===== config.mk =====
export PLATFORM = sky130hd
export DESIGN_NAME = dhcp_option_extractor_top
export DESIGN_NICKNAME = d
export VERILOG_FILES = /design/src/sv/dox_pkg.sv /design/src/sv/dox_front.sv /design/src/sv/dox_queue.sv /design/src/sv/dox_back.sv /design/src/sv/dhcp_option_extractor_top.sv
export SDC_FILE = /design/constraint.sdc
export NUM_CORES = 1
export LEC_CHECK = 0
export ABC_CLOCK_PERIOD_IN_PS = 7400
export BUFFER_PORTS_ARGS = -buffer_cell sky130_fd_sc_hd__buf_2
export CAP_MARGIN = 0
export CORE_ASPECT_RATIO = 0.7
export CORE_UTILIZATION = 34
export CTS_BUF_LIST = sky130_fd_sc_hd__clkbuf_8
export DETAILED_ROUTE_END_ITERATION = 6
export SYNTH_ARGS = -nofsm -noshare
export SYNTH_HDL_FRONTEND = slang
export SYNTH_HIERARCHICAL = 1
export SYNTH_SLANG_ARGS = --single-unit

===== constraint.sdc =====
create_clock -name clk -period 7.4 [get_ports clk]
set_clock_uncertainty 0.2 [all_clocks]
set_input_delay 1.48 -clock clk [delete_from_list [all_inputs] [get_ports clk]]
set_output_delay 1.48 -clock clk [all_outputs]
set_load 0.05 [all_outputs]

===== src/sv/dox_pkg.sv =====
// types and constants shared by the option extractor modules
// no dependencies
package dox_pkg;

  localparam logic [7:0] OPT_END = 8'd255;

  localparam logic [1:0] REG_WANTED_TYPE = 2'd0;
  localparam logic [1:0] REG_COPY_LENGTH = 2'd1;
  localparam logic [1:0] REG_EXACT_MODE  = 2'd2;

  localparam logic [7:0] WANTED_TYPE_RST = 8'd53;
  localparam logic [7:0] COPY_LENGTH_RST = 8'd1;

  localparam logic RK_BYTE   = 1'b0;
  localparam logic RK_STATUS = 1'b1;

  typedef enum logic [2:0] {
    PH_TYPE,
    PH_LEN,
    PH_LEN_HIT,
    PH_SKIP,
    PH_BODY,
    PH_DONE
  } phase_t;

  typedef struct packed {
    logic [7:0] option_byte;
    logic       area_last;
  } in_t;

  typedef struct packed {
    logic       result_kind;
    logic [7:0] copied_byte;
    logic       found;
    logic [7:0] byte_count;
    logic       run_last;
  } out_t;

  typedef struct packed {
    logic [7:0] wanted_type;
    logic [7:0] copy_length;
    logic       exact_mode;
  } cfg_t;

  // one step's worth of results, as queued between front and back
  typedef struct packed {
    logic       has_byte;
    logic [7:0] copied_byte;
    logic       has_status;
    logic       found;
    logic [7:0] byte_count;
  } act_t;

endpackage


===== src/sv/dox_front.sv =====
// front end: accepts option bytes and walks the tlv records
// depends on dox_pkg
module dox_front import dox_pkg::*; (
  input  logic clk,
  input  logic rst_n,
  input  cfg_t cfg,
  input  logic in_valid,
  output logic in_ready,
  input  in_t  in_data,
  input  logic q_full,
  output logic q_push,
  output act_t q_data
);

  phase_t     phase_r, phase_nxt;
  logic [7:0] body_left_r, body_left_nxt;
  logic [7:0] copy_left_r, copy_left_nxt;
  logic [7:0] emitted_r, emitted_nxt;
  logic       verdict_r, verdict_nxt;

  logic       accept;
  logic [7:0] b;
  logic       emit;
  logic [7:0] bl_dec;
  logic [7:0] cl_dec;
  logic [7:0] min_len;
  logic       run_end;

  assign in_ready = !q_full;
  assign accept   = in_valid && in_ready;
  assign b        = in_data.option_byte;
  assign bl_dec   = (body_left_r != 8'd0) ? 8'(body_left_r - 8'd1) : body_left_r;
  assign cl_dec   = 8'(copy_left_r - 8'd1);
  assign min_len  = (b < cfg.copy_length) ? b : cfg.copy_length;

  always_comb begin
    phase_nxt     = phase_r;
    body_left_nxt = body_left_r;
    copy_left_nxt = copy_left_r;
    emitted_nxt   = emitted_r;
    verdict_nxt   = verdict_r;
    emit          = 1'b0;
    unique case (phase_r)
      PH_TYPE: begin
        if (b == OPT_END) phase_nxt = PH_DONE;
        else if (b == cfg.wanted_type) phase_nxt = PH_LEN_HIT;
        else phase_nxt = PH_LEN;
      end
      PH_LEN: begin
        body_left_nxt = b;
        phase_nxt     = (b != 8'd0) ? PH_SKIP : PH_TYPE;
      end
      PH_SKIP: begin
        body_left_nxt = bl_dec;
        if (bl_dec == 8'd0) phase_nxt = PH_TYPE;
      end
      PH_LEN_HIT: begin
        body_left_nxt = b;
        if (cfg.exact_mode) begin
          if (b < cfg.copy_length) begin
            verdict_nxt = 1'b0;
            phase_nxt   = PH_DONE;
          end else if (b == 8'd0) begin
            verdict_nxt = 1'b1;
            phase_nxt   = PH_DONE;
          end else begin
            copy_left_nxt = cfg.copy_length;
            phase_nxt     = PH_BODY;
          end
        end else begin
          verdict_nxt   = 1'b1;
          copy_left_nxt = min_len;
          phase_nxt     = (min_len != 8'd0) ? PH_BODY : PH_DONE;
        end
      end
      PH_BODY: begin
        if (copy_left_r != 8'd0) begin
          emit          = 1'b1;
          copy_left_nxt = cl_dec;
          emitted_nxt   = 8'(emitted_r + 8'd1);
        end
        body_left_nxt = bl_dec;
        if (cfg.exact_mode) begin
          if (bl_dec == 8'd0) begin
            verdict_nxt = 1'b1;
            phase_nxt   = PH_DONE;
          end
        end else if (copy_left_nxt == 8'd0) begin
          phase_nxt = PH_DONE;
        end
      end
      PH_DONE: phase_nxt = PH_DONE;
      default: phase_nxt = PH_DONE;
    endcase
  end

  assign run_end = in_data.area_last;

  always_comb begin
    q_data.has_byte    = emit;
    q_data.copied_byte = b;
    q_data.has_status  = run_end;
    q_data.found       = verdict_nxt;
    q_data.byte_count  = emitted_nxt;
  end

  assign q_push = accept && (emit || run_end);

  always_ff @(posedge clk) begin
    if (!rst_n) begin
      phase_r     <= PH_TYPE;
      body_left_r <= 8'd0;
      copy_left_r <= 8'd0;
      emitted_r   <= 8'd0;
      verdict_r   <= 1'b0;
    end else if (accept) begin
      if (run_end) begin
        phase_r     <= PH_TYPE;
        body_left_r <= 8'd0;
        copy_left_r <= 8'd0;
        emitted_r   <= 8'd0;
        verdict_r   <= 1'b0;
      end else begin
        phase_r     <= phase_nxt;
        body_left_r <= body_left_nxt;
        copy_left_r <= copy_left_nxt;
        emitted_r   <= emitted_nxt;
        verdict_r   <= verdict_nxt;
      end
    end
  end

  a_push_room: assert property (@(posedge clk) disable iff (!rst_n)
    q_push |-> !q_full)
    else $error("front pushed into a full queue");

  a_body_count: assert property (@(posedge clk) disable iff (!rst_n)
    (phase_r == PH_BODY && copy_left_r != 8'd0 && in_valid && in_ready) |=>
      emitted_r == 8'($past(emitted_r) + 8'd1) || $past(in_data.area_last))
    else $error("emitted count did not advance on a copied byte");

endmodule


===== src/sv/dox_queue.sv =====
// short fifo of step results between front and back
// depends on dox_pkg
module dox_queue import dox_pkg::*; #(
  parameter int DEPTH = 4
) (
  input  logic clk,
  input  logic rst_n,
  input  logic push,
  input  act_t push_data,
  output logic full,
  input  logic pop,
  output logic q_valid,
  output act_t q_data
);

  localparam int PW = (DEPTH > 1) ? $clog2(DEPTH) : 1;
  localparam int CW = $clog2(DEPTH + 1);
  localparam logic [PW-1:0] PTR_LAST = PW'(DEPTH - 1);
  localparam logic [CW-1:0] CNT_FULL = CW'(DEPTH);

  act_t          mem_r [DEPTH];
  logic [PW-1:0] wr_ptr_r, wr_ptr_nxt;
  logic [PW-1:0] rd_ptr_r, rd_ptr_nxt;
  logic [CW-1:0] count_r, count_nxt;

  assign full    = (count_r == CNT_FULL);
  assign q_valid = (count_r != '0);
  assign q_data  = mem_r[rd_ptr_r];

  always_comb begin
    wr_ptr_nxt = wr_ptr_r;
    rd_ptr_nxt = rd_ptr_r;
    count_nxt  = count_r;
    if (push) wr_ptr_nxt = (wr_ptr_r == PTR_LAST) ? '0 : PW'(wr_ptr_r + 1'b1);
    if (pop)  rd_ptr_nxt = (rd_ptr_r == PTR_LAST) ? '0 : PW'(rd_ptr_r + 1'b1);
    if (push && !pop) count_nxt = CW'(count_r + 1'b1);
    else if (pop && !push) count_nxt = CW'(count_r - 1'b1);
  end

  always_ff @(posedge clk) begin
    if (push) mem_r[wr_ptr_r] <= push_data;
  end

  always_ff @(posedge clk) begin
    if (!rst_n) begin
      wr_ptr_r <= '0;
      rd_ptr_r <= '0;
      count_r  <= '0;
    end else begin
      wr_ptr_r <= wr_ptr_nxt;
      rd_ptr_r <= rd_ptr_nxt;
      count_r  <= count_nxt;
    end
  end

  a_no_underflow: assert property (@(posedge clk) disable iff (!rst_n)
    pop |-> q_valid)
    else $error("queue popped while empty");

  a_count_bound: assert property (@(posedge clk) disable iff (!rst_n)
    count_r <= CNT_FULL)
    else $error("queue count out of range");

endmodule


===== src/sv/dox_back.sv =====
// back end: turns queued step results into result requests
// depends on dox_pkg
module dox_back import dox_pkg::*; (
  input  logic clk,
  input  logic rst_n,
  input  logic q_valid,
  input  act_t q_data,
  output logic pop,
  output logic out_valid,
  input  logic out_ready,
  output out_t out_data
);

  logic out_valid_r, out_valid_nxt;
  out_t out_data_r, out_data_nxt;
  logic pend_r, pend_nxt;
  out_t pend_data_r, pend_data_nxt;
  logic load;
  out_t byte_res;
  out_t stat_res;

  assign load = !out_valid_r || out_ready;

  always_comb begin
    byte_res.result_kind = RK_BYTE;
    byte_res.copied_byte = q_data.copied_byte;
    byte_res.found       = 1'b0;
    byte_res.byte_count  = 8'd0;
    byte_res.run_last    = 1'b0;
    stat_res.result_kind = RK_STATUS;
    stat_res.copied_byte = 8'd0;
    stat_res.found       = q_data.found;
    stat_res.byte_count  = q_data.byte_count;
    stat_res.run_last    = 1'b1;
  end

  always_comb begin
    pop           = 1'b0;
    out_valid_nxt = out_valid_r;
    out_data_nxt  = out_data_r;
    pend_nxt      = pend_r;
    pend_data_nxt = pend_data_r;
    if (load) begin
      if (pend_r) begin
        out_valid_nxt = 1'b1;
        out_data_nxt  = pend_data_r;
        pend_nxt      = 1'b0;
      end else if (q_valid) begin
        pop           = 1'b1;
        out_valid_nxt = 1'b1;
        if (q_data.has_byte) begin
          out_data_nxt  = byte_res;
          pend_nxt      = q_data.has_status;
          pend_data_nxt = stat_res;
        end else begin
          out_data_nxt = stat_res;
        end
      end else begin
        out_valid_nxt = 1'b0;
      end
    end
  end

  always_ff @(posedge clk) begin
    if (!rst_n) begin
      out_valid_r <= 1'b0;
      pend_r      <= 1'b0;
    end else begin
      out_valid_r <= out_valid_nxt;
      pend_r      <= pend_nxt;
    end
  end

  always_ff @(posedge clk) begin
    out_data_r  <= out_data_nxt;
    pend_data_r <= pend_data_nxt;
  end

  assign out_valid = out_valid_r;
  assign out_data  = out_data_r;

  a_pend_behind_byte: assert property (@(posedge clk) disable iff (!rst_n)
    pend_r |-> (out_valid_r && out_data_r.result_kind == RK_BYTE))
    else $error("held status without a byte in front of it");

  a_no_pop_when_pending: assert property (@(posedge clk) disable iff (!rst_n)
    pend_r |-> !pop)
    else $error("queue popped while a status was still held");

endmodule


===== src/sv/dhcp_option_extractor_top.sv =====
// top level of the dhcp option extractor: config registers, front, queue, back
// depends on dox_pkg, dox_front, dox_queue, dox_back
//
//  channel  direction  handshake           payload
//  in_      input      in_valid/in_ready   in_t  {option_byte, area_last}
//  out_     output     out_valid/out_ready out_t {result_kind .. run_last}
//  cfg      apb        psel/penable/pready wanted_type, copy_length, exact_mode
//
// one option byte is accepted per cycle while the queue has room
// results leave the output register one per cycle while out_ready is high
// a byte that closes the area inside the copied body yields two results, byte
// then status; the queue absorbs this and stalls the input only when full
// synchronous active-low reset clears the walk, queue and output; config resets
// to wanted_type 53, copy_length 1, exact_mode 1
module dhcp_option_extractor_top import dox_pkg::*; #(
  parameter int QUEUE_DEPTH = 4
) (
  input  logic        clk,
  input  logic        rst_n,
  input  logic        in_valid,
  output logic        in_ready,
  input  in_t         in_data,
  output logic        out_valid,
  input  logic        out_ready,
  output out_t        out_data,
  input  logic        psel,
  input  logic        penable,
  input  logic        pwrite,
  input  logic [3:0]  paddr,
  input  logic [31:0] pwdata,
  output logic [31:0] prdata,
  output logic        pready
);

  cfg_t       cfg_r;
  logic       cfg_wr;
  logic [1:0] reg_idx;
  logic       q_push;
  logic       q_pop;
  logic       q_full;
  logic       q_valid;
  act_t       q_wdata;
  act_t       q_rdata;

  assign pready  = 1'b1;
  assign reg_idx = paddr[3:2];
  assign cfg_wr  = psel && penable && pwrite && pready;

  always_ff @(posedge clk) begin
    if (!rst_n) begin
      cfg_r.wanted_type <= WANTED_TYPE_RST;
      cfg_r.copy_length <= COPY_LENGTH_RST;
      cfg_r.exact_mode  <= 1'b1;
    end else if (cfg_wr) begin
      unique case (reg_idx)
        REG_WANTED_TYPE: cfg_r.wanted_type <= pwdata[7:0];
        REG_COPY_LENGTH: cfg_r.copy_length <= pwdata[7:0];
        REG_EXACT_MODE:  cfg_r.exact_mode  <= pwdata[0];
        default: ;
      endcase
    end
  end

  always_comb begin
    unique case (reg_idx)
      REG_WANTED_TYPE: prdata = {24'd0, cfg_r.wanted_type};
      REG_COPY_LENGTH: prdata = {24'd0, cfg_r.copy_length};
      REG_EXACT_MODE:  prdata = {31'd0, cfg_r.exact_mode};
      default:         prdata = 32'd0;
    endcase
  end

  dox_front u_front (
    .clk      (clk),
    .rst_n    (rst_n),
    .cfg      (cfg_r),
    .in_valid (in_valid),
    .in_ready (in_ready),
    .in_data  (in_data),
    .q_full   (q_full),
    .q_push   (q_push),
    .q_data   (q_wdata)
  );

  dox_queue #(.DEPTH(QUEUE_DEPTH)) u_queue (
    .clk       (clk),
    .rst_n     (rst_n),
    .push      (q_push),
    .push_data (q_wdata),
    .full      (q_full),
    .pop       (q_pop),
    .q_valid   (q_valid),
    .q_data    (q_rdata)
  );

  dox_back u_back (
    .clk       (clk),
    .rst_n     (rst_n),
    .q_valid   (q_valid),
    .q_data    (q_rdata),
    .pop       (q_pop),
    .out_valid (out_valid),
    .out_ready (out_ready),
    .out_data  (out_data)
  );

endmodule

# Word level (Yosys, flattened, before mapping)
# Memory sizes are Yosys's and may differ from the RTL's. A register that Yosys moved wholly into a read port is not among the register bits.
# Index checks and enable logic that the tools add are counted.
# op_classes
add_sub_neg	7
order_cmp	1
n_eq_ne	16
muxes	55
bitwise_logic	1
n_reduce_logical	36
# ops
operator	count
$mux W8	12
$mux W19	2
$pmux W8 S2	2
$reduce_bool A8 Y1	4
$mux W3	10
$logic_not A8 Y1	3
$pmux W8 S3	1
$mux W1	19
$sub A8 B1 Y8 const B	2
$pmux W3 S5	1
$mux W2	6
$reduce_and A4 Y1	3
$mux W10	1
$reduce_and A2 Y1	5
$reduce_bool A3 Y1	3
$add A8 B1 Y8 const B	1
$eq A8 B8 Y1	1
$eq A8 B8 Y1 const B	1
$lt A8 B8 Y1	1
$ne A4 B3 Y1 const B	2
$ne A4 B4 Y1 const B	2
$eq A2 B2 Y1 const B	3
$eq A3 B2 Y1 const B	2
$eq A3 B3 Y1 const B	2
other kinds (15)	27
# totals
register_bits	82
ram_bits	76
in_bits	52
output_inout_bits	54
wordCells	137
mem_count	1
# memory_table
memory	words	word_bits	read_ports	rd_ports_with_merged_regs	write_ports	line	source
u_queue.mem_r	4	19	1	1	1	dox_queue.sv:21	act_t mem_r [DEPTH];

# Longest topological paths before layout
# depth
ltp_word	9
mapped_depth	13

# By module
# Netlist, hierarchy kept.
# by_module_without_submodules
module	n_inst	cells_each	area_each_um2	seq_area_each_um2
dox_queue	1	143	3244.4	2462.4
dox_front	1	342	2556.2	560.5
dox_back	1	63	1084.8	850.8
dhcp_option_extractor_top	1	117	1051.0	340.3

# Worst setup path before layout
# OpenSTA, ideal clock, no wires.
# synth_path
path_kind	input -> output
from	in paddr[2]
to	out prdata[0]
t_arrival_ps	2818
path_slack_ps	2902
stages	3
n_path_buf	1
cell_sequence	buf_6 > mux2i_1 > o21ai_0
# synth_between
elab_chain_cells	2
# synth_lines
element	line	source
start: declaration	dhcp_option_extractor_top.sv:29	input logic [3:0] paddr,
$eq A2 B2 Y1 (tied with other cells)	dhcp_option_extractor_top.sv:65	unique case (reg_idx)
$pmux W8 S3 (*)	dhcp_option_extractor_top.sv:65	
end: declaration	dhcp_option_extractor_top.sv:31	output logic [31:0] prdata,
# Mark *: on every way between the ends. The rest lies on a longest branch, timed or not.

# Final worst setup path
# Ends and elaborated chain as after synthesis.

==> results.json <==
{
  "synth_area_per_cell_um2": 11.9,
  "setup_viol": 0,
  "clock_latency_ps": 460,
  "stdcell_area_mm2": 0.00865,
  "cts_root_buffer": "clkbuf_8",
  "critical_path.max_fanout": 11,
  "ys_seq_area_share_pct": 53.1,
  "fp.dieArea_mm2": 0.0240,
  "rows": 46,
  "yosysUniqueCellTypes": 73,
  "drtPass1Iterations": 5,
  "hold_ws_ps": 302,
  "ant_nets": 0,
  "reg2regPathDepth": 10,
  "wl_per_cell_um": 15.6,
  "tightestPinTransition_ps": 1120,
  "antenna_cells": 0,
  "relSlewSlack_pct": 25.0,
  "cts-htree-levels": 4,
  "synth_top_area_share_pct": 39.0,
  "grt_antenna_before_repair": 0,
  "yosys_warnings": 6,
  "synthArstFlopShare_pct": 0,
  "drt_iter0_markers": 304,
  "rrSetupSlack_ps": 3980,
  "netlist_area_mm2": 0.00794,
  "worst_ep_arrival_time_ps": 2380,
  "layout_min_cycle_time_ps": 4060,
  "start_util_pct": 34.8,
  "grt_pass1_wl_mm": 25.9,
  "nets": 774,
  "cts_buffer_depth": 2,
  "postSynthCellCount": 665,
  "cts.sinks": 159,
  "hpwl_mm": 11.0,
  "synthTopCellsByArea": "edfxtp_1 39%, dfxtp_1 14%, mux2i_1 4.7%, buf_4 3.8%, mux4_1 3.0%",
  "setup_tns_ps": 0,
  "leakagePower_uw": 0.00320,
  "startpoint": "paddr[2]",
  "utilization_pct": 37.9,
  "min_from": "cfg_r[15]$_SDFFE_PN0P_",
  "grt_usage_pct": 14.2,
  "cts_tree": "done",
  "overflow": 0,
  "timing.rr.end": "u_queue/count_r[2]$_SDFFE_PN0P_",
  "instances_no_fill": 1029,
  "required_ps": 5720,
  "min-delay-path-class": "register to register",
  "ctsHoldBuffers": 0,
  "die_h_um": 130,
  "post_cts_buffers": 0,
  "cp-end-kind": "primary output",
  "vias_per_cell": 4.86,
  "grt_start_max_net_pins": 47,
  "ys_ff_latch": 159,
  "dpl.cell_count": 997,
  "coreArea_mm2": 0.0228,
  "area_growth_pct": 8.95,
  "vias": 4998,
  "worstSetupPathType": "input port to primary output",
  "synth_commonest_cells": "103 x edfxtp_1, 56 x dfxtp_1, 52 x nor2_1",
  "worstHoldEndpoint": "cfg_r[15]$_SDFFE_PN0P_",
  "hold_viol": 0,
  "ir_drop_mv": 0.170,
  "drt_wl_total_mm": 16.1,
  "clk_pin_slew_ps": 90,
  "max_cap_viol_count": 0,
  "hold_path_depth": 2,
  "ios": 106,
  "cts_resized": 0,
  "drive_above_1_share_pct": 17.4,
  "drc": 0,
  "die_w_um": 185,
  "dpl_cell_area_mm2": 0.00828,
  "cts_made_buffers": 17,
  "finalCritPeriodShare_pct": 54.8,
  "grt_pass1_vias": 4715,
  "synth_edf_count": 103,
  "ys.flop_type": "edfxtp_1",
  "portBuffers": 54,
  "grt_setup_unrepaired": "no",
  "powerDensity_mw_per_mm2": 286,
  "slew_viol_final": 0,
  "startpoint_type": "input port",
  "synth_most_common_cell": "edfxtp_1",
  "synth_top_area_cell": "edfxtp_1",
  "status": "finished, final reports clean",
  "fmax_mhz": 246,
  "r2r-start": "u_front/phase_r[2]$_SDFFE_PN0P_",
  "gp_congestion": 0.819
}
-- power breakdown --
group / switching (uW) / internal, uW / total (uW)
clock: 361 / 243 / 604
combinational: 487 / 228 / 715
sequential: 60.1 / 1090 / 1150
-- layout by cell type (no fill, tap or decap), types with 5 or more instances in the layout --
master | Yosys | final
o21ai_0 | 22 | 22
nor3_1 | 17 | 17
and2_1 | 19 | 19
ha_1 | 17 | 17
a22oi_1 | 11 | 11
buf_4 | 40 | 6
nor4_1 | 6 | 6
mux4_1 | 9 | 9
a21oi_1 | 26 | 26
and2b_1 | 7 | 7
mux2i_1 | 37 | 37
edfxtp_1 | 103 | 103
a22o_1 | 10 | 10
nor2b_1 | 15 | 15
mux4_2 | 10 | 10
dfxtp_1 | 56 | 56
nor2_1 | 52 | 52
buf_2 | 9 | 54
xor2_1 | 19 | 19
inv_1 | 21 | 21
conb_1 | 2 | 25
nand3_1 | 8 | 8
xnor2_1 | 5 | 5
clkbuf_8 | 0 | 17
nand2_1 | 45 | 45
-- cell type report --
class	instances	area (um^2)
fillers	2243	14100
clock buffers	17	234
multi-input cells	443	3280
clock inverters	15	130
repair buffers	60	315
well taps	312	390
inverters	23	86.3
flip-flops and latches	159	4210
-- registers in the layout, summed over array words and instances, names as in the netlist, 2 cells and up, named ones only --
signal / cells
u_queue/wr_ptr_r: 2
u_queue/count_r: 3
u_back/out_data: 18
u_back/pend_data_r: 9
u_front/emitted_r: 8
u_queue/rd_ptr_r: 2
u_front/phase_r: 3
u_front/body_left_r: 8
u_front/copy_left_r: 8
u_queue/mem_r: 76
cfg_r: 17
-- layer usage --
| layer | wire, um | vias to the layer above | GRT usage (%) | share of wire (%) |
|---|---|---|---|---|
| li1 | - | 2476 | - | - |
| met1 | 8560 | 2377 | 21.3 | 53 |
| met2 | 6650 | 138 | 20.3 | 41 |
| met3 | 776 | 7 | 3.52 | 4.8 |
| met4 | 76 | 0 | 3.21 | 0.47 |
| met5 | 0 | - | 0 | 0 |
-- cell families after synthesis --
kind of cell	Yosys count	synth area share, %
compound gates	111	9.65
xor+xnor	24	2.65
fa+ha+maj	18	2.93
buf+inv	86	6.70
flops	159	53.1
mux	61	11.2
other cells	2	0.0946
simple gates	204	13.6
-- through the flow --
step           power (uW)  setup WS [ps]
6_report             2470           3340
5_1_grt              2610           3290
4_1_cts              2500           3340
3_5_place_dp         1890           3180
3_3_place_gp         1890           3170
2_1_floorplan        1760           2900
-- worst max path at each step --
stage	to	slack [ps]	cells past startpoint
detailed placement	u_front/copy_left_r[4]$_SDFFE_PN0P_	3180	7
finish	prdata[0]	3340	5
floorplan	prdata[0]	2900	3
global route	prdata[0]	3290	5
global placement	u_front/copy_left_r[4]$_SDFFE_PN0P_	3170	7
CTS	prdata[0]	3340	5
-- worst max-delay path, stage by stage --
cell and delay [ps]:
buf_2 300, and2b_1 240, nand2_1 60, o21ai_0 70, buf_2 220
No activity file was read; power rests on OpenSTA's default activity.
